### config.mk
export PLATFORM = sky130hd
export DESIGN_NAME = wcv_ctrl
export DESIGN_NICKNAME = d
export VERILOG_FILES = /design/src/rtl/wcv_pkg.sv /design/src/rtl/wcv_ctrl.sv
export SDC_FILE = /design/constraint.sdc
export NUM_CORES = 1
export LEC_CHECK = 0
export BUFFER_PORTS_ARGS = -buffer_cell sky130_fd_sc_hd__buf_4
export CAP_MARGIN = 20
export CORE_UTILIZATION = 25
export CTS_CLUSTER_DIAMETER = 80
export DETAILED_ROUTE_END_ITERATION = 16
export MAX_ROUTING_LAYER = met4
export PLACE_DENSITY = 0.5
export RECOVER_POWER = 25
export SYNTH_ARGS = -nofsm -noshare
export SYNTH_HDL_FRONTEND = slang
export SYNTH_SLANG_ARGS = --single-unit
### constraint.sdc
create_clock -name clk -period 2.7 [get_ports clk]
set_input_delay 0.405 -clock clk [delete_from_list [all_inputs] [get_ports clk]]
set_output_delay 0.405 -clock clk [all_outputs]
set_load 0.02 [all_outputs]
### src/rtl/wcv_pkg.sv
package wcv_pkg;

  localparam int COORD_BITS     = 16;
  localparam int HEIGHT_BITS    = 8;
  localparam int DIST_BITS      = 2 * COORD_BITS + 3;
  localparam int THR_BITS       = 16;
  localparam int COUNT_BITS     = 7;
  localparam int INDEX_BITS     = 6;
  localparam int CFG_DATA_BITS  = 16;
  localparam int MAX_POINTS_DEF = 64;

  typedef enum logic [1:0] {
    CFG_X_ORIGIN  = 2'd0,
    CFG_Z_ORIGIN  = 2'd1,
    CFG_PT_COUNT  = 2'd2,
    CFG_THRESHOLD = 2'd3
  } cfg_idx_t;

  typedef enum logic {
    ACT_LOAD     = 1'b0,
    ACT_CLASSIFY = 1'b1
  } action_t;

  typedef struct packed {
    logic                          action;
    logic [INDEX_BITS-1:0]         point_index;
    logic signed [COORD_BITS-1:0]  pos_x;
    logic [HEIGHT_BITS-1:0]        pos_y;
    logic signed [COORD_BITS-1:0]  pos_z;
  } in_item_t;

  typedef struct packed {
    logic                  is_solid;
    logic [DIST_BITS-1:0]  nearest_sq;
    logic [DIST_BITS-1:0]  third_sq;
  } out_item_t;

  typedef struct packed {
    logic signed [COORD_BITS-1:0] x_origin;
    logic signed [COORD_BITS-1:0] z_origin;
    logic [COUNT_BITS-1:0]        point_count;
    logic [THR_BITS-1:0]          threshold;
  } cfg_t;

  // Commands from the controller to the datapath.
  typedef struct packed {
    logic load_wr;
    logic start;
    logic step;
    logic mul_lo;
    logic mul_hi;
    logic out_load;
  } cmd_t;

  // Status from the datapath to the controller.
  typedef struct packed {
    logic n_zero;
    logic last;
    logic pipe_busy;
  } sts_t;

endpackage

### src/rtl/wcv_ctrl.sv
module wcv_ctrl (
  input  logic            clk,
  input  logic            rst_n,
  input  logic            in_valid,
  input  logic            in_action,
  input  logic            out_stall,
  input  wcv_pkg::sts_t   sts,
  output logic            in_stall,
  output logic            out_valid,
  output wcv_pkg::cmd_t   cmd
);
  import wcv_pkg::*;

  typedef enum logic [5:0] {
    S_IDLE   = 6'b000001,
    S_WALK   = 6'b000010,
    S_DRAIN  = 6'b000100,
    S_MUL_LO = 6'b001000,
    S_MUL_HI = 6'b010000,
    S_FINISH = 6'b100000
  } state_t;

  state_t state_r, state_nxt;
  logic   out_valid_r, out_valid_nxt;
  logic   accept;
  logic   out_free;

  assign in_stall  = (state_r != S_IDLE);
  assign accept    = in_valid && !in_stall;
  assign out_free  = !out_valid_r || !out_stall;
  assign out_valid = out_valid_r;

  always_comb begin
    state_nxt = state_r;
    cmd       = '0;
    unique case (state_r)
      S_IDLE: begin
        if (accept) begin
          if (in_action == ACT_CLASSIFY) begin
            cmd.start = 1'b1;
            state_nxt = S_WALK;
          end else begin
            cmd.load_wr = 1'b1;
          end
        end
      end
      S_WALK: begin
        if (sts.n_zero) begin
          state_nxt = S_DRAIN;
        end else begin
          cmd.step = 1'b1;
          if (sts.last) state_nxt = S_DRAIN;
        end
      end
      S_DRAIN: begin
        if (!sts.pipe_busy) state_nxt = S_MUL_LO;
      end
      S_MUL_LO: begin
        cmd.mul_lo = 1'b1;
        state_nxt  = S_MUL_HI;
      end
      S_MUL_HI: begin
        cmd.mul_hi = 1'b1;
        state_nxt  = S_FINISH;
      end
      S_FINISH: begin
        if (out_free) begin
          cmd.out_load = 1'b1;
          state_nxt    = S_IDLE;
        end
      end
      default: state_nxt = S_IDLE;
    endcase
  end

  always_comb begin
    out_valid_nxt = out_valid_r && out_stall;
    if (cmd.out_load) out_valid_nxt = 1'b1;
  end

  always_ff @(posedge clk) begin
    if (!rst_n) begin
      state_r     <= S_IDLE;
      out_valid_r <= 1'b0;
    end else begin
      state_r     <= state_nxt;
      out_valid_r <= out_valid_nxt;
    end
  end

endmodule

==> results.sh <==
export IMPL_startpoint_type="flip-flop"
export IMPL_finish_utilization_pct=37.1
export IMPL_final_cells=89
export IMPL_cts_tree="done"
export IMPL_max_cap_violations=0
export IMPL_post_place_ws_ps=990
export IMPL_viasPerCell=5.00
export IMPL_worst_pin_slew_ps=351
export IMPL_power_density_nw_per_um2=601
export IMPL_yosysTopAreaCell="dfxtp_1"
export IMPL_max_stage_delay_ps=560
export IMPL_cts_buffers=3
export IMPL_drt_pass1_iter_count=3
export IMPL_setup_worst_path_start="state_r[3]"
export IMPL_grt_pass1_vias=392
export IMPL_postLayoutCellArea_um2=552
export IMPL_ys_seq_area_share_pct=35.3
export IMPL_cts_sinks=7
export IMPL_status="completed"
export IMPL_tns_ps=0
export IMPL_fin_ws_ps=787
export IMPL_drv_slew=0
export IMPL_drcViolationCount=0
export IMPL_dieArea_um2=1750
export IMPL_fmax_mhz=523
export IMPL_multiInputGateArea_um2=238
export IMPL_dpl_cell_count=85
export IMPL_die_w_um=41.8
export IMPL_slew_headroom_pct=76.4
export IMPL_antenna_left=0
export IMPL_layout_commonest_cell="buf_4"
export IMPL_setup_viol=0
export IMPL_post_dp_hpwl_um=730
export IMPL_power_mw=0.331
export IMPL_path_cells="or4_4, nor3_1, buf_4"
export IMPL_postSynthCellCount=54
export IMPL_drt_iter0_markers=14
export IMPL_num_rows=14
export IMPL_die_height_um=41.8
export IMPL_antenna_found_initial=0
export IMPL_synth_area_um2=397
export IMPL_final_cell_mix="14 x buf_4, 7 x dfxtp_1, 6 x nor2_1"
export IMPL_nets=82
export IMPL_clkTransAtPathRegs_ps=50
export IMPL_grt_setup_unrepaired="no"
export IMPL_yosysUniqueCellTypes=20
export IMPL_grt_overflow_total=0
export IMPL_period_needed_ps=1910
export IMPL_yosysWarnings=0
export IMPL_dr_total_vias=445
export IMPL_diodes=0
export IMPL_place_gp_congestion=0.740
export IMPL_power_leakage_nw=0.257
export IMPL_start_util_pct=26.6
export IMPL_netlist_top_cells_area="dfxtp_1 35%, a21oi_1 6.3%, nor3_1 6.3%, nor2_1 5.7%, or4_4 5.7%"
export IMPL_pin_count=16
export IMPL_grt_max_degree=9
export IMPL_core_area_um2=1490
export IMPL_post_cts_resized=0
export IMPL_grt_usage_pct=13.3
export IMPL_worstPathRequired_ps=2300
export IMPL_crit_slowest_cell="or4_4"
export IMPL_cpLargestDelayFamily="simple AND/OR/NAND/NOR gates"
export IMPL_layout_area_seq_um2=140
export IMPL_avgSynthCellArea_um2=7.35
export IMPL_port_buffers=15
export IMPL_synth_seq_cells=7
export IMPL_whs_ps=410
export IMPL_ctsLongestPathBuffers=2
export IMPL_wirelength_um=946
export IMPL_hold_path_startpoint="out_stall"
export IMPL_post_cts_setup_buffer_count=0
export IMPL_placed_area_um2=529
export IMPL_cts_hold_buf=0
export IMPL_synth_top_cell_area_share_pct=35.3
export IMPL_syn2layout_area_growth_pct=39.1
export IMPL_fillers=154
export IMPL_syn_nets=62
export IMPL_skew_ps=1.58
export IMPL_cp_num_buf_inv=1
export IMPL_peakVddDrop_uv=184
export IMPL_h_tree_depth=1
export IMPL_crit_arrival_ps=1510
export IMPL_r2r_start="state_r[3]"
export IMPL_grt_pass1_wl_um=1640
export IMPL_drive_above_1_share_pct=26.0
export IMPL_clockRootBuffer="clkbuf_4"
export IMPL_final_hold_violation_count=0
export IMPL_routedWlPerCell_um=10.6
export IMPL_cp_max_fo=5
export IMPL_hp_class="in -> reg"
export IMPL_period_share_pct=70.8
export IMPL_crit_path_end_kind="output pin"
export IMPL_clkLatencyLatePin_ps=250
export IMPL_critPathKind="reg -> out"
==> cells by family after synthesis <==
logic type,count (synthesis),share of synthesized area [%]
buffers and inverters,5,4.73
and+or+nand+nor,32,45.4
AOI/OAI and AO/OA,10,14.5
DFF,7,35.3
==> final cells by class <==
| type | instances | area share (%) |
|---|---|---|
| inverter | 5 | 3.40 |
| sequential | 7 | 25.4 |
| tap | 16 | 3.63 |
| clock buffer | 4 | 4.76 |
| timing repair buffer | 15 | 19.7 |
| multi-input combinational | 42 | 43.1 |
==> worst register-to-register path, delay by kind of cell (launching register included) <==
kind	cells	cell delay (ps)
DFF	1	330
and+or+nand+nor	3	1280
==> routing by layer <==
layer / routed length [um] / GRT usage, % / vias up
li1: - / - / 234
met1: 456 / 15.5 / 189
met2: 387 / 17.8 / 17
met3: 64 / 4.35 / 5
met4: 38 / 11.6 / 0
met5: 0 / - / -
==> registers in the layout (all words and copies together) (netlist names) <==
signal     cells
state_r        6
out_valid      1
==> synth_stat cells <==
cell type / n
dfxtp_1: 7
nor2_1: 6
a21oi_1: 5
inv_1: 5
nor3_1: 5
nand2_1: 4
nand3_1: 4
nor2b_1: 3
nand2b_1: 2
o21ai_0: 2
or4_4: 2
a41oi_1: 1
and2_1: 1
and2b_1: 1
and4_1: 1
nand4_1: 1
nand4b_1: 1
nor4_1: 1
o21ai_1: 1
o311ai_0: 1
==> power breakdown <==
group / internal [mW] / switching [mW]
Combinational: 0.0512 / 0.0570
Clock: 0.0564 / 0.0393
Sequential: 0.112 / 0.0155
Total: 0.220 / 0.112
==> worst paths after layout <==
path,end,slack (ps),cells after the start
worst min-delay path,out_valid,410,3
worst min register to register,out_valid,480,2
worst max-delay path,cmd[3],790,3
worst max register to register,state_r[2],990,3
No activity file was read; power rests on OpenSTA's default activity.
